--- config.mk ---
export PLATFORM = sky130hd
export DESIGN_NAME = lease_arbiter_with_epoch_preemption_core_flat
export DESIGN_NICKNAME = d
export VERILOG_FILES = /design/src/rtl/lae_pkg.sv /design/src/rtl/lae_in_if.sv /design/src/rtl/lae_out_if.sv /design/src/rtl/lae_engine.sv /design/src/rtl/lease_arbiter_with_epoch_preemption_core.sv /design/src/flat_wrapper.sv
export SDC_FILE = /design/constraint.sdc
export NUM_CORES = 1
export LEC_CHECK = 0
export BUFFER_PORTS_ARGS = -buffer_cell sky130_fd_sc_hd__buf_2
export CORE_MARGIN = 10
export CORE_UTILIZATION = 45
export CTS_CLUSTER_SIZE = 24
export DETAILED_ROUTE_END_ITERATION = 16
export GPL_TIMING_DRIVEN = 0
export MAX_ROUTING_LAYER = met4
export PLACE_DENSITY = 0.72
export SYNTH_ARGS = -nofsm -noshare
export SYNTH_HDL_FRONTEND = slang
export SYNTH_HIERARCHICAL = 1
export SYNTH_SLANG_ARGS = --single-unit
--- constraint.sdc ---
create_clock -name clk -period 22.5 [get_ports clk]
set_clock_uncertainty 0.15 [all_clocks]
set_input_delay 1.125 -clock clk [delete_from_list [all_inputs] [get_ports clk]]
set_output_delay 1.125 -clock clk [all_outputs]
set_load 0.1 [all_outputs]
--- src/rtl/lae_pkg.sv ---
// ----------------------------------------------------------------------------
// lae_pkg
// Shared types and codes of the lease arbiter: opcodes, requester codes,
// and the item and result records that travel between the stages.
// ----------------------------------------------------------------------------
package lae_pkg;

	localparam int unsigned WordW = 32;

	typedef logic [WordW-1:0] word_t;

	typedef enum logic [2:0] {
		OP_ACQUIRE   = 3'd0,
		OP_CHECK     = 3'd1,
		OP_RELEASE   = 3'd2,
		OP_RESERVE   = 3'd3,
		OP_CLR_RSV   = 3'd4,
		OP_CRITICAL  = 3'd5,
		OP_INVALID   = 3'd6,
		OP_STATUS    = 3'd7
	} opcode_t;

	typedef logic [1:0] owner_t;

	localparam owner_t OWN_NONE   = 2'd0;
	localparam owner_t OWN_FAV    = 2'd1;
	localparam owner_t OWN_LOW    = 2'd2;
	// Requester code with no meaning; treated as none everywhere
	localparam owner_t OWN_UNUSED = 2'd3;

	typedef struct packed {
		opcode_t opcode;
		owner_t  requester;
		word_t   lease_number;
		word_t   lease_epoch;
		logic    critical_flag;
	} item_t;

	typedef struct packed {
		logic   ok;
		word_t  granted_number;
		word_t  granted_epoch;
		owner_t holder;
		word_t  epoch_now;
		word_t  critical_entries;
		word_t  reservations_made;
		word_t  preemptions_seen;
		word_t  denials_seen;
		logic   critical_now;
		logic   reserved_now;
	} result_t;

	// Increment that wraps from the top value to 1, never landing on 0.
	function automatic word_t inc_skip_zero(word_t v);
		word_t n;
		n = v + word_t'(1);
		if (n == '0) begin
			n = word_t'(1);
		end
		return n;
	endfunction

endpackage

--- src/rtl/lae_in_if.sv ---
// ----------------------------------------------------------------------------
// lae_in_if
// Event channel into the lease arbiter: valid/ready handshake plus one event.
// ----------------------------------------------------------------------------
interface lae_in_if;
	import lae_pkg::*;

	logic    valid;
	logic    ready;
	opcode_t opcode;
	owner_t  requester;
	word_t   lease_number;
	word_t   lease_epoch;
	logic    critical_flag;

	modport source (
		output valid, opcode, requester, lease_number, lease_epoch, critical_flag,
		input  ready
	);

	modport sink (
		input  valid, opcode, requester, lease_number, lease_epoch, critical_flag,
		output ready
	);

endinterface

--- src/rtl/lae_out_if.sv ---
// ----------------------------------------------------------------------------
// lae_out_if
// Result channel out of the lease arbiter: valid/ready handshake plus one
// result per event.
// ----------------------------------------------------------------------------
interface lae_out_if;
	import lae_pkg::*;

	logic   valid;
	logic   ready;
	logic   ok;
	word_t  granted_number;
	word_t  granted_epoch;
	owner_t holder;
	word_t  epoch_now;
	word_t  critical_entries;
	word_t  reservations_made;
	word_t  preemptions_seen;
	word_t  denials_seen;
	logic   critical_now;
	logic   reserved_now;

	modport source (
		output valid, ok, granted_number, granted_epoch, holder, epoch_now,
		       critical_entries, reservations_made, preemptions_seen, denials_seen,
		       critical_now, reserved_now,
		input  ready
	);

	modport sink (
		input  valid, ok, granted_number, granted_epoch, holder, epoch_now,
		       critical_entries, reservations_made, preemptions_seen, denials_seen,
		       critical_now, reserved_now,
		output ready
	);

endinterface

--- src/rtl/lae_engine.sv ---
// ----------------------------------------------------------------------------
// lae_engine
// Arbiter state and its one-event update. The result of the event presented
// on item is produced combinationally; the state commits when step is high.
// ----------------------------------------------------------------------------
module lae_engine (
	input  logic             clk,
	input  logic             arst_n,
	input  logic             step,
	input  lae_pkg::item_t   item,
	output lae_pkg::result_t result
);
	import lae_pkg::*;

	owner_t holder_q;
	word_t  next_number_q;
	word_t  held_number_q;
	word_t  epoch_q;
	word_t  critical_count_q;
	word_t  reserve_count_q;
	word_t  preempt_count_q;
	word_t  denial_count_q;
	logic   critical_q;
	logic   reserved_q;

	owner_t holder_d;
	word_t  next_number_d;
	word_t  held_number_d;
	word_t  epoch_d;
	word_t  critical_count_d;
	word_t  reserve_count_d;
	word_t  preempt_count_d;
	word_t  denial_count_d;
	logic   critical_d;
	logic   reserved_d;

	owner_t who;
	logic   ok;
	word_t  gnum;
	word_t  gep;
	logic   low_blocked;
	word_t  epoch_inc;
	word_t  number_inc;

	// Unused requester code counts as nobody.
	assign who         = (item.requester == OWN_UNUSED) ? OWN_NONE : item.requester;
	assign low_blocked = critical_q | reserved_q;
	assign epoch_inc   = inc_skip_zero(epoch_q);
	assign number_inc  = inc_skip_zero(next_number_q);

	// Decode the opcode and form the next state
	always_comb begin
		holder_d         = holder_q;
		next_number_d    = next_number_q;
		held_number_d    = held_number_q;
		epoch_d          = epoch_q;
		critical_count_d = critical_count_q;
		reserve_count_d  = reserve_count_q;
		preempt_count_d  = preempt_count_q;
		denial_count_d   = denial_count_q;
		critical_d       = critical_q;
		reserved_d       = reserved_q;
		ok               = 1'b0;
		gnum             = '0;
		gep              = '0;

		unique case (item.opcode)
			OP_ACQUIRE: begin
				if (who != OWN_NONE) begin
					if (holder_q != OWN_NONE || (who == OWN_LOW && low_blocked)) begin
						if (who == OWN_LOW) begin
							denial_count_d = denial_count_q + word_t'(1);
						end
					end else begin
						next_number_d = number_inc;
						held_number_d = number_inc;
						holder_d      = who;
						ok            = 1'b1;
						gnum          = number_inc;
						gep           = epoch_q;
					end
				end
			end
			OP_CHECK: begin
				ok = (who != OWN_NONE) && (who == holder_q) &&
				     (item.lease_number == held_number_q) &&
				     (item.lease_epoch == epoch_q) &&
				     (who != OWN_LOW || !low_blocked);
			end
			OP_RELEASE: begin
				if (who == holder_q && item.lease_number == held_number_q) begin
					holder_d      = OWN_NONE;
					held_number_d = '0;
				end
			end
			OP_RESERVE: begin
				reserved_d = 1'b1;
				if (!reserved_q) begin
					reserve_count_d = reserve_count_q + word_t'(1);
				end
				// Preempt a lower-priority holder
				if (holder_q == OWN_LOW) begin
					epoch_d         = epoch_inc;
					preempt_count_d = preempt_count_q + word_t'(1);
				end
			end
			OP_CLR_RSV: begin
				reserved_d = 1'b0;
			end
			OP_CRITICAL: begin
				if (item.critical_flag && !critical_q) begin
					critical_count_d = critical_count_q + word_t'(1);
					epoch_d          = epoch_inc;
					if (holder_q == OWN_LOW) begin
						preempt_count_d = preempt_count_q + word_t'(1);
					end
				end
				critical_d = item.critical_flag;
			end
			OP_INVALID: begin
				epoch_d       = epoch_inc;
				holder_d      = OWN_NONE;
				held_number_d = '0;
				reserved_d    = 1'b0;
				critical_d    = 1'b0;
			end
			OP_STATUS: begin
			end
			default: begin
			end
		endcase
	end

	// Commit the state on each processed event
	always_ff @(posedge clk or negedge arst_n) begin
		if (!arst_n) begin
			holder_q         <= OWN_NONE;
			next_number_q    <= '0;
			held_number_q    <= '0;
			epoch_q          <= word_t'(1);
			critical_count_q <= '0;
			reserve_count_q  <= '0;
			preempt_count_q  <= '0;
			denial_count_q   <= '0;
			critical_q       <= 1'b0;
			reserved_q       <= 1'b0;
		end else if (step) begin
			holder_q         <= holder_d;
			next_number_q    <= next_number_d;
			held_number_q    <= held_number_d;
			epoch_q          <= epoch_d;
			critical_count_q <= critical_count_d;
			reserve_count_q  <= reserve_count_d;
			preempt_count_q  <= preempt_count_d;
			denial_count_q   <= denial_count_d;
			critical_q       <= critical_d;
			reserved_q       <= reserved_d;
		end
	end

	// Report the state as it stands after the event
	always_comb begin
		result.ok                = ok;
		result.granted_number    = gnum;
		result.granted_epoch     = gep;
		result.holder            = holder_d;
		result.epoch_now         = epoch_d;
		result.critical_entries  = critical_count_d;
		result.reservations_made = reserve_count_d;
		result.preemptions_seen  = preempt_count_d;
		result.denials_seen      = denial_count_d;
		result.critical_now      = critical_d;
		result.reserved_now      = reserved_d;
	end

endmodule

--- src/rtl/lease_arbiter_with_epoch_preemption_core.sv ---
// ----------------------------------------------------------------------------
// lease_arbiter_with_epoch_preemption_core
// Lease arbiter for one shared resource between a favored and a
// lower-priority requester, with epoch-stamped leases and preemption.
// ----------------------------------------------------------------------------
// Usage:
//   req carries one event per transfer (opcode, requester, lease number and
//   epoch, critical flag). rsp returns exactly one result per event, in
//   order, with the grant details and the arbiter state after that event.
//   An accepted event lands in the input register; it is evaluated against
//   the arbiter state, and once the output register is free or emptying
//   the state commits and the result is loaded into the output register.
//   rsp valid comes from the output register. Throughput is one event per
//   cycle while rsp does not stall, set by the single evaluation stage
//   between the two registers.
//   When rsp stalls, the output register holds its result and the input
//   register takes one more event, after which req.ready drops until the
//   output register frees up. Events are never dropped or reordered.
//   Reset clears both valid flags and puts the arbiter in its idle state:
//   no holder, epoch 1, all counters zero, not critical, not reserved.
// ----------------------------------------------------------------------------
module lease_arbiter_with_epoch_preemption_core (
	input  logic clk,
	input  logic arst_n,
	lae_in_if.sink    req,
	lae_out_if.source rsp
);
	import lae_pkg::*;

	logic    valid_s1;
	item_t   item_s1;
	logic    valid_s2;
	result_t result_s2;
	result_t result_c;
	logic    advance;

	// Move the held event forward when the output register is free or emptying
	assign advance   = valid_s1 & (~valid_s2 | rsp.ready);
	assign req.ready = ~valid_s1 | advance;

	// Input register
	always_ff @(posedge clk or negedge arst_n) begin
		if (!arst_n) begin
			valid_s1 <= 1'b0;
		end else if (req.ready) begin
			valid_s1 <= req.valid;
		end
	end

	always_ff @(posedge clk) begin
		if (req.ready && req.valid) begin
			item_s1.opcode        <= req.opcode;
			item_s1.requester     <= req.requester;
			item_s1.lease_number  <= req.lease_number;
			item_s1.lease_epoch   <= req.lease_epoch;
			item_s1.critical_flag <= req.critical_flag;
		end
	end

	lae_engine u_engine (
		.clk    (clk),
		.arst_n (arst_n),
		.step   (advance),
		.item   (item_s1),
		.result (result_c)
	);

	// Output register
	always_ff @(posedge clk or negedge arst_n) begin
		if (!arst_n) begin
			valid_s2 <= 1'b0;
		end else if (advance) begin
			valid_s2 <= 1'b1;
		end else if (rsp.ready) begin
			valid_s2 <= 1'b0;
		end
	end

	always_ff @(posedge clk) begin
		if (advance) begin
			result_s2 <= result_c;
		end
	end

	assign rsp.valid             = valid_s2;
	assign rsp.ok                = result_s2.ok;
	assign rsp.granted_number    = result_s2.granted_number;
	assign rsp.granted_epoch     = result_s2.granted_epoch;
	assign rsp.holder            = result_s2.holder;
	assign rsp.epoch_now         = result_s2.epoch_now;
	assign rsp.critical_entries  = result_s2.critical_entries;
	assign rsp.reservations_made = result_s2.reservations_made;
	assign rsp.preemptions_seen  = result_s2.preemptions_seen;
	assign rsp.denials_seen      = result_s2.denials_seen;
	assign rsp.critical_now      = result_s2.critical_now;
	assign rsp.reserved_now      = result_s2.reserved_now;

endmodule
--- src/flat_wrapper.sv ---
// flat-port wrapper written by rule: the top's interface ports become plain ports
module lease_arbiter_with_epoch_preemption_core_flat import lae_pkg::*;
  (clk, arst_n, req_valid, req_opcode, req_requester, req_lease_number, req_lease_epoch, req_critical_flag, req_ready, rsp_valid, rsp_ok, rsp_granted_number, rsp_granted_epoch, rsp_holder, rsp_epoch_now, rsp_critical_entries, rsp_reservations_made, rsp_preemptions_seen, rsp_denials_seen, rsp_critical_now, rsp_reserved_now, rsp_ready);
  lae_in_if req_i ();
  lae_out_if rsp_i ();
  input  logic clk;
  input  logic arst_n;
  input wire logic [$bits(req_i.valid)-1:0] req_valid;
  input wire logic [$bits(req_i.opcode)-1:0] req_opcode;
  input wire logic [$bits(req_i.requester)-1:0] req_requester;
  input wire logic [$bits(req_i.lease_number)-1:0] req_lease_number;
  input wire logic [$bits(req_i.lease_epoch)-1:0] req_lease_epoch;
  input wire logic [$bits(req_i.critical_flag)-1:0] req_critical_flag;
  output wire logic [$bits(req_i.ready)-1:0] req_ready;
  output wire logic [$bits(rsp_i.valid)-1:0] rsp_valid;
  output wire logic [$bits(rsp_i.ok)-1:0] rsp_ok;
  output wire logic [$bits(rsp_i.granted_number)-1:0] rsp_granted_number;
  output wire logic [$bits(rsp_i.granted_epoch)-1:0] rsp_granted_epoch;
  output wire logic [$bits(rsp_i.holder)-1:0] rsp_holder;
  output wire logic [$bits(rsp_i.epoch_now)-1:0] rsp_epoch_now;
  output wire logic [$bits(rsp_i.critical_entries)-1:0] rsp_critical_entries;
  output wire logic [$bits(rsp_i.reservations_made)-1:0] rsp_reservations_made;
  output wire logic [$bits(rsp_i.preemptions_seen)-1:0] rsp_preemptions_seen;
  output wire logic [$bits(rsp_i.denials_seen)-1:0] rsp_denials_seen;
  output wire logic [$bits(rsp_i.critical_now)-1:0] rsp_critical_now;
  output wire logic [$bits(rsp_i.reserved_now)-1:0] rsp_reserved_now;
  input wire logic [$bits(rsp_i.ready)-1:0] rsp_ready;
  assign req_i.valid = req_valid;
  assign req_i.opcode = req_opcode;
  assign req_i.requester = req_requester;
  assign req_i.lease_number = req_lease_number;
  assign req_i.lease_epoch = req_lease_epoch;
  assign req_i.critical_flag = req_critical_flag;
  assign req_ready = req_i.ready;
  assign rsp_valid = rsp_i.valid;
  assign rsp_ok = rsp_i.ok;
  assign rsp_granted_number = rsp_i.granted_number;
  assign rsp_granted_epoch = rsp_i.granted_epoch;
  assign rsp_holder = rsp_i.holder;
  assign rsp_epoch_now = rsp_i.epoch_now;
  assign rsp_critical_entries = rsp_i.critical_entries;
  assign rsp_reservations_made = rsp_i.reservations_made;
  assign rsp_preemptions_seen = rsp_i.preemptions_seen;
  assign rsp_denials_seen = rsp_i.denials_seen;
  assign rsp_critical_now = rsp_i.critical_now;
  assign rsp_reserved_now = rsp_i.reserved_now;
  assign rsp_i.ready = rsp_ready;
  lease_arbiter_with_epoch_preemption_core u_core (.clk(clk), .arst_n(arst_n), .req(req_i), .rsp(rsp_i));
endmodule
# Word level (Yosys, flattened, before mapping)
# Cells that the tools add are included.
[op_classes]
bitwise_logic = 9
add_sub_neg = 6
mux = 32
reduce_logical = 23
n_eq_ne = 16
[op_table]
columns = ["op", "count"]
rows = [
  ["$mux W32", 17],
  ["$add A32 B1 Y32 const B", 6],
  ["$pmux W32 S3", 2],
  ["$eq A32 B32 Y1", 2],
  ["$logic_not A32 Y1", 2],
  ["$pmux W32 S2", 1],
  ["$eq A3 B3 Y1 const B", 3],
  ["$logic_and A1 B1 Y1", 8],
  ["$mux W2", 4],
  ["$ne A2 B2 Y1 const B", 4],
  ["$eq A2 B2 Y1 const B", 3],
  ["$eq A3 B2 Y1 const B", 2],
  ["$pmux W1 S2", 3],
  ["$pmux W2 S3", 1],
  ["$reduce_bool A2 Y1", 3],
  ["$not A1 Y1", 5],
  ["$reduce_and A5 Y1", 1],
  ["$mux W1", 4],
  ["$reduce_and A4 Y1", 1],
  ["$eq A3 B1 Y1 const B", 1],
  ["$logic_not A3 Y1", 1],
  ["$or A1 B1 Y1", 3],
  ["$reduce_bool A3 Y1", 1],
  ["$reduce_or A3 Y1", 1],
  ["5 further kinds", 7],
]
[totals]
input_bits = 74
output_inout_bits = 231
register_bits = 529
word_cells = 114

# Longest topological paths before layout
# Gate-level depths: netlist of the first run.
[depth]
depth_word = 8
depth_mapped = 10
depth_no_buf = 9

# Modules after synthesis
# Netlist of the first run, hierarchy kept.
[modules_own_cells]
columns = ["mod", "instances", "area_per_inst_um2", "seq_area_each_um2", "cells_each"]
rows = [
  ["lae_engine", 1, 15257.1, 5706.7, 1747],
  ["lease_arbiter_with_epoch_preemption_core", 1, 9082.5, 9028.7, 307],
]

# Worst setup path before layout of the first run
# OpenSTA, ideal clock, no wires.
[synth_path]
path_type = "input to register"
from = "input port rsp_ready"
to = "register u_core.u_engine.next_number_q[7]"
slack_ns = 12.685
arrival_ns = 9.541
setup_ns = 0.124
path_buffers = 1
cell_stages = 7
t_required_ns = 22.226
path_cell_list = "nand2b_1 > and2_1 > clkinv_1 > nor2_1 > clkbuf_1 > nand2_1 > xnor2_1"
[synth_between]
elab_chain_cells = 3
[synth_rtl]
columns = ["item", "line", "rtl"]
rows = [
  ["from (decl)", "flat_wrapper.sv:27", "input wire logic [$bits(rsp_i.ready)-1:0] rsp_ready;"],
  ["$or A1 B1 Y1", "lease_arbiter_with_epoch_preemption_core.sv:38", "assign advance = valid_s1 & (~valid_s2 | rsp.ready);"],
  ["$and A1 B1 Y1", "lease_arbiter_with_epoch_preemption_core.sv:38", ""],
  ["named net u_core.advance", "lease_arbiter_with_epoch_preemption_core.sv:35", "logic advance;"],
  ["$reduce_and A4 Y1 (no source line)", "--", ""],
  ["to (signal assigned)", "lae_engine.sv:149", "next_number_q <= next_number_d;"],
  ["to (decl)", "lae_engine.sv:16", "word_t next_number_q;"],
]
# The timed path passes the listed nets, and every way through them passes these cells.
# A chain may end at the register's enable or synchronous reset.

# Worst setup path in the final report of the first run
[layout_path]
from = "input port rsp_ready"
to = "register u_core.u_engine.held_number_q[1]"
[layout_between]
elab_chain_cells = 3
[layout_rtl]
columns = ["item", "line", "rtl"]
rows = [
  ["$or A1 B1 Y1", "lease_arbiter_with_epoch_preemption_core.sv:38", ""],
  ["$and A1 B1 Y1", "lease_arbiter_with_epoch_preemption_core.sv:38", ""],
  ["named net u_core.advance", "lease_arbiter_with_epoch_preemption_core.sv:35", ""],
  ["$reduce_and A5 Y1 (no source line)", "--", ""],
  ["to (signal assigned)", "lae_engine.sv:150", "held_number_q <= held_number_d;"],
  ["to (decl)", "lae_engine.sv:17", "word_t held_number_q;"],
]
# The timed path passes the listed nets, and every way through them passes these cells.

==> impl_metrics.json, run 1 <==
{
  "run_status": "complete, no violations",
  "grt_pass1_vias": 17120,
  "crit_path_end_kind": "flip-flop",
  "leakagePower_nw": 11.79,
  "p_sw_share_pct": 30.84,
  "syn2layout_area_growth_pct": 18.22,
  "irDropWorstVdd_uv": 72.12,
  "place_congestion": 0.8976,
  "cts_inserted_buffers": 56,
  "clk_latency_ps": 610,
  "drtPass1Iterations": 7,
  "p_clk_share_pct": 37.7,
  "fin_util_pct": 53.57,
  "clkTransAtPathRegs_ps": 60,
  "async_flop_share_pct": 43.48,
  "ant_nets": 0,
  "synth-edff-count": 299,
  "grt.total_usage_pct": 21.42,
  "fin_cells": 3164,
  "synth_nets": 2136,
  "io_buffers": 304,
  "cts_setup_buffers": 0,
  "root_buffer": "clkbuf_16",
  "antenna_found_initial": 1,
  "fin_crit_ps": 4926,
  "placed_cells": 3059,
  "cp.arrival_ps": 5300,
  "die_w_um": 252.6,
  "wl_um": 67190,
  "drc": 0,
  "drive_above_1_share_pct": 18.65,
  "dieArea_um2": 63790,
  "num_rows": 85,
  "total_power_mw": 2.511,
  "grt_pass1_wl_um": 103100,
  "syn_inst": 2054,
  "crit_path_max_fanout": 73,
  "rsz0062_at_grt": "false",
  "critPathRequiredTime_ps": 22870,
  "slew_headroom_pct": 21.06,
  "synth.avg_cell_area_um2": 11.85,
  "wl_per_cell_um": 21.23,
  "fin_ws_ps": 17570,
  "die_h_um": 252.6,
  "worstMarginPinSlew_ps": 1184,
  "fp.coreArea_um2": 53710,
  "top_level_ports": 305,
  "yosys_warnings": 6,
  "worst_setup_path_start_kind": "input port",
  "p_int_mw": 1.736,
  "max_freq_mhz": 203.0,
  "power_density_nw_per_um2": 87.25,
  "ys_ff_latch": 529,
  "placed_area_um2": 26890,
  "dp_slack_ps": 16960,
  "n_fill_cell": 4629,
  "drv_slew": 0,
  "synth_cell_type_count": 71,
  "hold_viol": 0,
  "synth_area_um2": 24340,
  "drt_iter0_markers": 1189,
  "h-tree-depth": 2,
  "routed_via_density": 5.356,
  "maxCapViolations": 0,
  "ys_seq_area_share_pct": 60.54,
  "start_util_pct": 45.32,
  "ctsResizeCount": 0,
  "min_period_over_period_pct": 21.89,
  "num-nets-final": 2503,
  "cts_tree": "done",
  "yosys_most_used_dff": "edfxtp_1",
  "seqPwrFrac_pct": 45.2,
  "ctsHoldBuffers": 0,
  "stdcell_area_um2": 28770,
  "switchingPower_mw": 0.7741,
  "hp-class": "in -> async",
  "grt_max_degree": 94,
  "holdWs_ps": 272.7,
  "setup_viol": 0,
  "path_class": "in -> reg",
  "tns_ps": 0,
  "vias": 16950,
  "hpwl_um": 48410,
  "clock-sinks": 529,
  "comb_power_share_pct": 17.1,
  "clock_path_buffers": 3,
  "grt.overflow.total": 0
}
[Yosys cell counts (all sizes together), types with 12 or more instances]
cell	count	share of area, %
o21ai	23	0.47
clkbuf	83	1.3
xor2	154	5.5
nand3	107	2.2
nand2	196	3.0
and4	21	0.76
nor3	41	0.89
o2bb2ai	18	0.65
buf	25	0.58
inv	25	0.39
and2	43	1.1
nand4	88	2.3
a21oi	16	0.33
and3	35	0.92
nor2	184	2.8
edfxtp	299	37
o31ai	15	0.46
nor4	37	1.0
dfrtp	229	24
mux2	16	0.74
xnor2	283	10
or2	12	0.31
[metal layers]
metal	GRT usage [%]	share of wire (%)	vias to the layer above
met1	28.81	45	8393
met5	-	0	-
met2	33.35	47	529
li1	-	-	7933
met4	5.106	2.0	0
met3	3.773	6.1	91
[worst max-delay path, cell delays in order]
cell	delay [ps]
buf_2	90
nand2b_1	130
and2_4	720
buf_16	330
buf_16	330
clkinv_1	560
nor2_1	970
clkbuf_1	570
a21oi_1	150
a21oi_1	190
[state kept, by name (all words and copies together), names as in the netlist, 2 cells and up]
register and flops:
u_core/item_s1 70, u_core/rsp.critical_entries 32, u_core/rsp.denials_seen 32, u_core/rsp.epoch_now 32
u_core/rsp.granted_epoch 32, u_core/rsp.granted_number 32, u_core/rsp.holder 2, u_core/rsp.preemptions_seen 32
u_core/rsp.reservations_made 32, u_core/u_engine/critical_count_q 32, u_core/u_engine/denial_count_q 32, u_core/u_engine/epoch_q 32
u_core/u_engine/held_number_q 32, u_core/u_engine/holder_q 2, u_core/u_engine/next_number_q 32, u_core/u_engine/preempt_count_q 32
u_core/u_engine/reserve_count_q 32
[cell usage in the layout (no fill, tap or decap), types with 8 or more instances in the layout]
master     instances
a21oi_1           16
and2_1            40
and3_1            34
and4_1            21
buf_2            317
clkbuf_1          96
clkbuf_16         57
clkinv_2          12
dfrtp_1          229
edfxtp_1         299
ha_1               8
inv_1             25
mux2_2            16
nand2_1          196
nand2b_1           8
nand3_1          106
nand4_1           88
nor2_1           184
nor3_1            40
nor4_1            33
o21ai_0           22
o2bb2ai_1         18
o31ai_1           15
or2_2             12
or4_1              8
xnor2_1          283
xor2_1           154
[power by group through the flow]
stage	logic [mW]	registers, mW	clock network [mW]
2_1_floorplan	0.111	1.37	0
5_1_grt	0.451	1.14	1.01
4_1_cts	0.432	1.13	0.967
6_report	0.429	1.13	0.948
3_3_place_gp	0.422	1.16	0
3_5_place_dp	0.431	1.15	0
[kinds of logic after synthesis]
kind of cell	share of synthesized area, %
flip-flops	60.54
AO/OA/AOI/OAI	3.362
AND/OR/NAND/NOR	16.74
multiplexers	0.9459
buffers and inverters	2.277
adder cells (fa/ha/maj)	0.4113
XOR/XNOR	15.73
[worst paths after layout]
kind / startpoint / to / slack (ps) / cells past startpoint
max: rsp_ready / u_core/u_engine/held_number_q[1] / 17570 / 10
max reg2reg: u_core/rsp.valid / u_core/u_engine/held_number_q[1] / 17780 / 9
max in group asynchronous: arst_n / u_core/u_engine/reserve_count_q[10] / 20990 / 2
min: arst_n / u_core/u_engine/next_number_q[31] / 270 / 1
min in group clk: u_core/u_engine/reserve_count_q[31] / u_core/u_engine/reserve_count_q[31] / 340 / 1
min reg2reg: u_core/u_engine/reserve_count_q[31] / u_core/u_engine/reserve_count_q[31] / 340 / 1
[final cells by class]
type | count | area [um2] | area share [%]
Antenna cell | 1 | 2.502 | 0.008697
Buffer | 108 | 452.9 | 1.574
Timing Repair Buffer | 309 | 1669 | 5.801
Sequential cell | 529 | 14740 | 51.21
Multi-Input combinational cell | 1390 | 9059 | 31.48
Clock inverter | 28 | 325.3 | 1.131
Tap cell | 696 | 870.8 | 3.026
Clock buffer | 76 | 1558 | 5.414
Inverter | 27 | 101.3 | 0.3522
Note: power is estimated with default switching activity, not from simulation.
==> run 2: changes to the inputs <==
--- a/config.mk
+++ b/config.mk
@@ -5,6 +5,7 @@
 export SDC_FILE = /design/constraint.sdc
 export NUM_CORES = 1
 export LEC_CHECK = 0
+export ABC_AREA = 1
 export BUFFER_PORTS_ARGS = -buffer_cell sky130_fd_sc_hd__buf_2
 export CORE_MARGIN = 10
 export CORE_UTILIZATION = 45
@@ -12,7 +13,7 @@
 export DETAILED_ROUTE_END_ITERATION = 16
 export GPL_TIMING_DRIVEN = 0
 export MAX_ROUTING_LAYER = met4
-export PLACE_DENSITY = 0.72
+export PLACE_DENSITY = 0.75
 export SYNTH_ARGS = -nofsm -noshare
 export SYNTH_HDL_FRONTEND = slang
 export SYNTH_HIERARCHICAL = 1
==> constraint.sdc (replaced) <==
create_clock -name clk -period 4.3 [get_ports clk]
set_clock_uncertainty 0.15 [all_clocks]
set_input_delay 0.215 -clock clk [delete_from_list [all_inputs] [get_ports clk]]
set_output_delay 0.215 -clock clk [all_outputs]
set_load 0.1 [all_outputs]
==> impl_metrics.json, run 2 <==
{
  "drv_slew": 0,
  "clkTransAtPathRegs_ps": 70,
  "seqPwrFrac_pct": 44.6,
  "top_register": "u_core/item_s1",
  "comb_power_share_pct": 19.7,
  "clock_path_buffers": 3,
  "r2r_end": "u_core/u_engine/held_number_q[13]",
  "ys_ff_latch": 529,
  "p_sw_share_pct": 33.32,
  "final_cell_mix": "nand2_1 (807), buf_2 (309), inv_1 (304)",
  "cts_tree": "done",
  "io_buffers": 304,
  "largest_reg_flops": 70,
  "synth_area_um2": 25530,
  "synth_top_area_share_pct": 35.17,
  "worstMarginPinSlew_ps": 978.2,
  "num-nets-final": 3368,
  "critPathRequiredTime_ps": 4650,
  "path_class": "reg -> reg",
  "crit_path_max_fanout": 22,
  "slew_headroom_pct": 34.78,
  "start_util_pct": 45.36,
  "drtPass1Iterations": 6,
  "setup_viol": 0,
  "crit_chain": "a21oi_4 -> buf_16 -> buf_12 -> clkbuf_1 -> o21ai_1 -> a21oi_1 -> nand2_2 -> clkbuf_1 -> nand2_1 -> nand2_1",
  "wl_per_cell_um": 19.47,
  "synth-edff-count": 299,
  "placed_area_um2": 28500,
  "yosys.area_share.simple_pct": 23.72,
  "synth_nets": 2922,
  "leakagePower_nw": 13.10,
  "yosys-top-cells-count": "nand2_1 (812), inv_1 (306), edfxtp_1 (299)",
  "place_congestion": 0.9848,
  "r2r_start": "u_core/rsp.valid",
  "maxCapViolations": 0,
  "antenna_found_initial": 7,
  "max_freq_mhz": 258.4,
  "drc": 0,
  "drt_iter0_markers": 1911,
  "switchingPower_mw": 4.582,
  "clk_latency_ps": 610,
  "grt_pass1_vias": 20710,
  "p_int_mw": 9.170,
  "cp.arrival_ps": 4220,
  "grt_max_degree": 114,
  "die_w_um": 258.2,
  "synthMuxAreaShare_pct": 0,
  "ys_seq_area_share_pct": 57.72,
  "wl_um": 79710,
  "yosys_warnings": 6,
  "n_fill_cell": 4935,
  "synth_compound_area_share_pct": 7.019,
  "hold_viol": 0,
  "ant_nets": 0,
  "irDropWorstVdd_uv": 316.5,
  "grt_pass1_wl_um": 122300,
  "hp-class": "in -> async",
  "top_level_ports": 305,
  "synth-xor-area-share_pct": 5.382,
  "dieArea_um2": 66650,
  "syn2layout_area_growth_pct": 21.98,
  "grt.total_usage_pct": 24.11,
  "crit_path_end_kind": "flip-flop",
  "reg2reg_slack_ps": 430,
  "fp.coreArea_um2": 56280,
  "synth_cell_type_count": 49,
  "grt.overflow.total": 0,
  "crit_slowest_cell": "clkbuf_1",
  "fin_crit_ps": 3870,
  "vias": 21300,
  "ctsResizeCount": 0,
  "rsz0062_at_grt": "false",
  "ctsHoldBuffers": 75,
  "syn_inst": 2840,
  "run_status": "complete, no violations",
  "synth_area_leaders": "edfxtp_1 (35%), dfrtp_1 (22%), nand2_1 (12%)",
  "die_h_um": 258.2,
  "synth_top_family_by_area": "simple AND/OR/NAND/NOR gates",
  "stdcell_area_um2": 31140,
  "root_buffer": "clkbuf_16",
  "yosys.area.top_type": "edfxtp_1",
  "final_common_cell": "nand2_1",
  "multi_input_area_um2": 9356,
  "num_rows": 87,
  "cts_inserted_buffers": 54,
  "total_power_mw": 13.75,
  "min_period_over_period_pct": 90.00,
  "drive_above_1_share_pct": 15.70,
  "p_clk_share_pct": 35.7,
  "synth.avg_cell_area_um2": 8.988,
  "yosys_most_used_dff": "edfxtp_1",
  "worst_setup_path_start_kind": "flip-flop",
  "tns_ps": 0,
  "routed_via_density": 5.204,
  "clock-sinks": 529,
  "dp_slack_ps": 507.7,
  "async_flop_share_pct": 43.48,
  "h-tree-depth": 2,
  "regArea_um2": 14740,
  "worst_path_largest_cell_delay_ps": 750,
  "r2r_cells": 10,
  "power_density_nw_per_um2": 441.7,
  "synthAdderAreaFrac_pct": 0.3921,
  "synth_most_common_cell": "nand2_1",
  "hpwl_um": 58250,
  "fin_ws_ps": 429.8,
  "cts_setup_buffers": 0
}
[run 2: cell families (layout without fill, tap and decap cells)]
| kind of cell | after synthesis | count (layout) |
|---|---|---|
| adders and majority gates | 8 | 8 |
| buffers and inverters | 386 | 878 |
| xor gates and xnor gates | 156 | 156 |
| AOI/OAI and AO/OA | 345 | 345 |
| DFF | 529 | 529 |
| and+or+nand+nor | 1416 | 1416 |
| other | 0 | 6 |
[run 2: worst max-delay path by stage]
stage	from	end	slack, ps	cells after the start
floorplan	u_core/rsp.valid	u_core/u_engine/next_number_q[29]	-1840	6
global placement	u_core/rsp.valid	u_core/u_engine/held_number_q[5]	-4200	6
detailed placement	u_core/rsp.valid	u_core/u_engine/held_number_q[13]	510	10
CTS	u_core/rsp.valid	u_core/u_engine/held_number_q[13]	490	10
global route	u_core/rsp.valid	u_core/u_engine/held_number_q[15]	230	10
finish	u_core/rsp.valid	u_core/u_engine/held_number_q[13]	430	10
[run 2: worst max-delay path: cells and delay by family, from the launching register on]
family | cells | cell delay, ps
AOI/OAI and AO/OA | 3 | 1030
and+or+nand+nor | 3 | 430
DFF | 1 | 500
buffers and inverters | 4 | 1600
[run 2: power groups by stage]
stage / combinational [mW] / sequential (mW) / clock, mW
3_5_place_dp: 2.66 / 6.22 / 0
6_report: 2.71 / 6.13 / 4.91
2_1_floorplan: 0.767 / 7.41 / 0
5_1_grt: 2.87 / 6.17 / 5.21
3_3_place_gp: 2.58 / 6.26 / 0
4_1_cts: 2.71 / 6.13 / 4.99
[run 2: through the flow]
stage	utilization (%)	hold WS, ps	cells
final	55.33	110.1	4094
after global routing	55.33	146.5	4094
after CTS	55.30	122.5	4088
after detailed placement	50.65	-125.5	3911
after global placement	50.18	241.9	3900
after floorplan	-	-230.6	2840
[run 2: final cells by class]
type,instances,share of cell area [%]
inverter,312,3.769
clock inverter,33,1.013
multi-input combinational,1925,30.05
antenna,6,0.04822
sequential,529,47.34
timing repair buffer,390,8.133
clock buffer,69,4.991
tap,756,3.038
buffer,74,1.623
[run 2: routing by layer]
metal  vias to the layer above  wire length, um  global-route usage, %
met2                       779            37900                  38.58
met3                       122             5523                  3.813
met5                         -                0                      -
li1                      10210                -                      -
met1                     10190            34170                  31.56
met4                         0             2111                  6.584
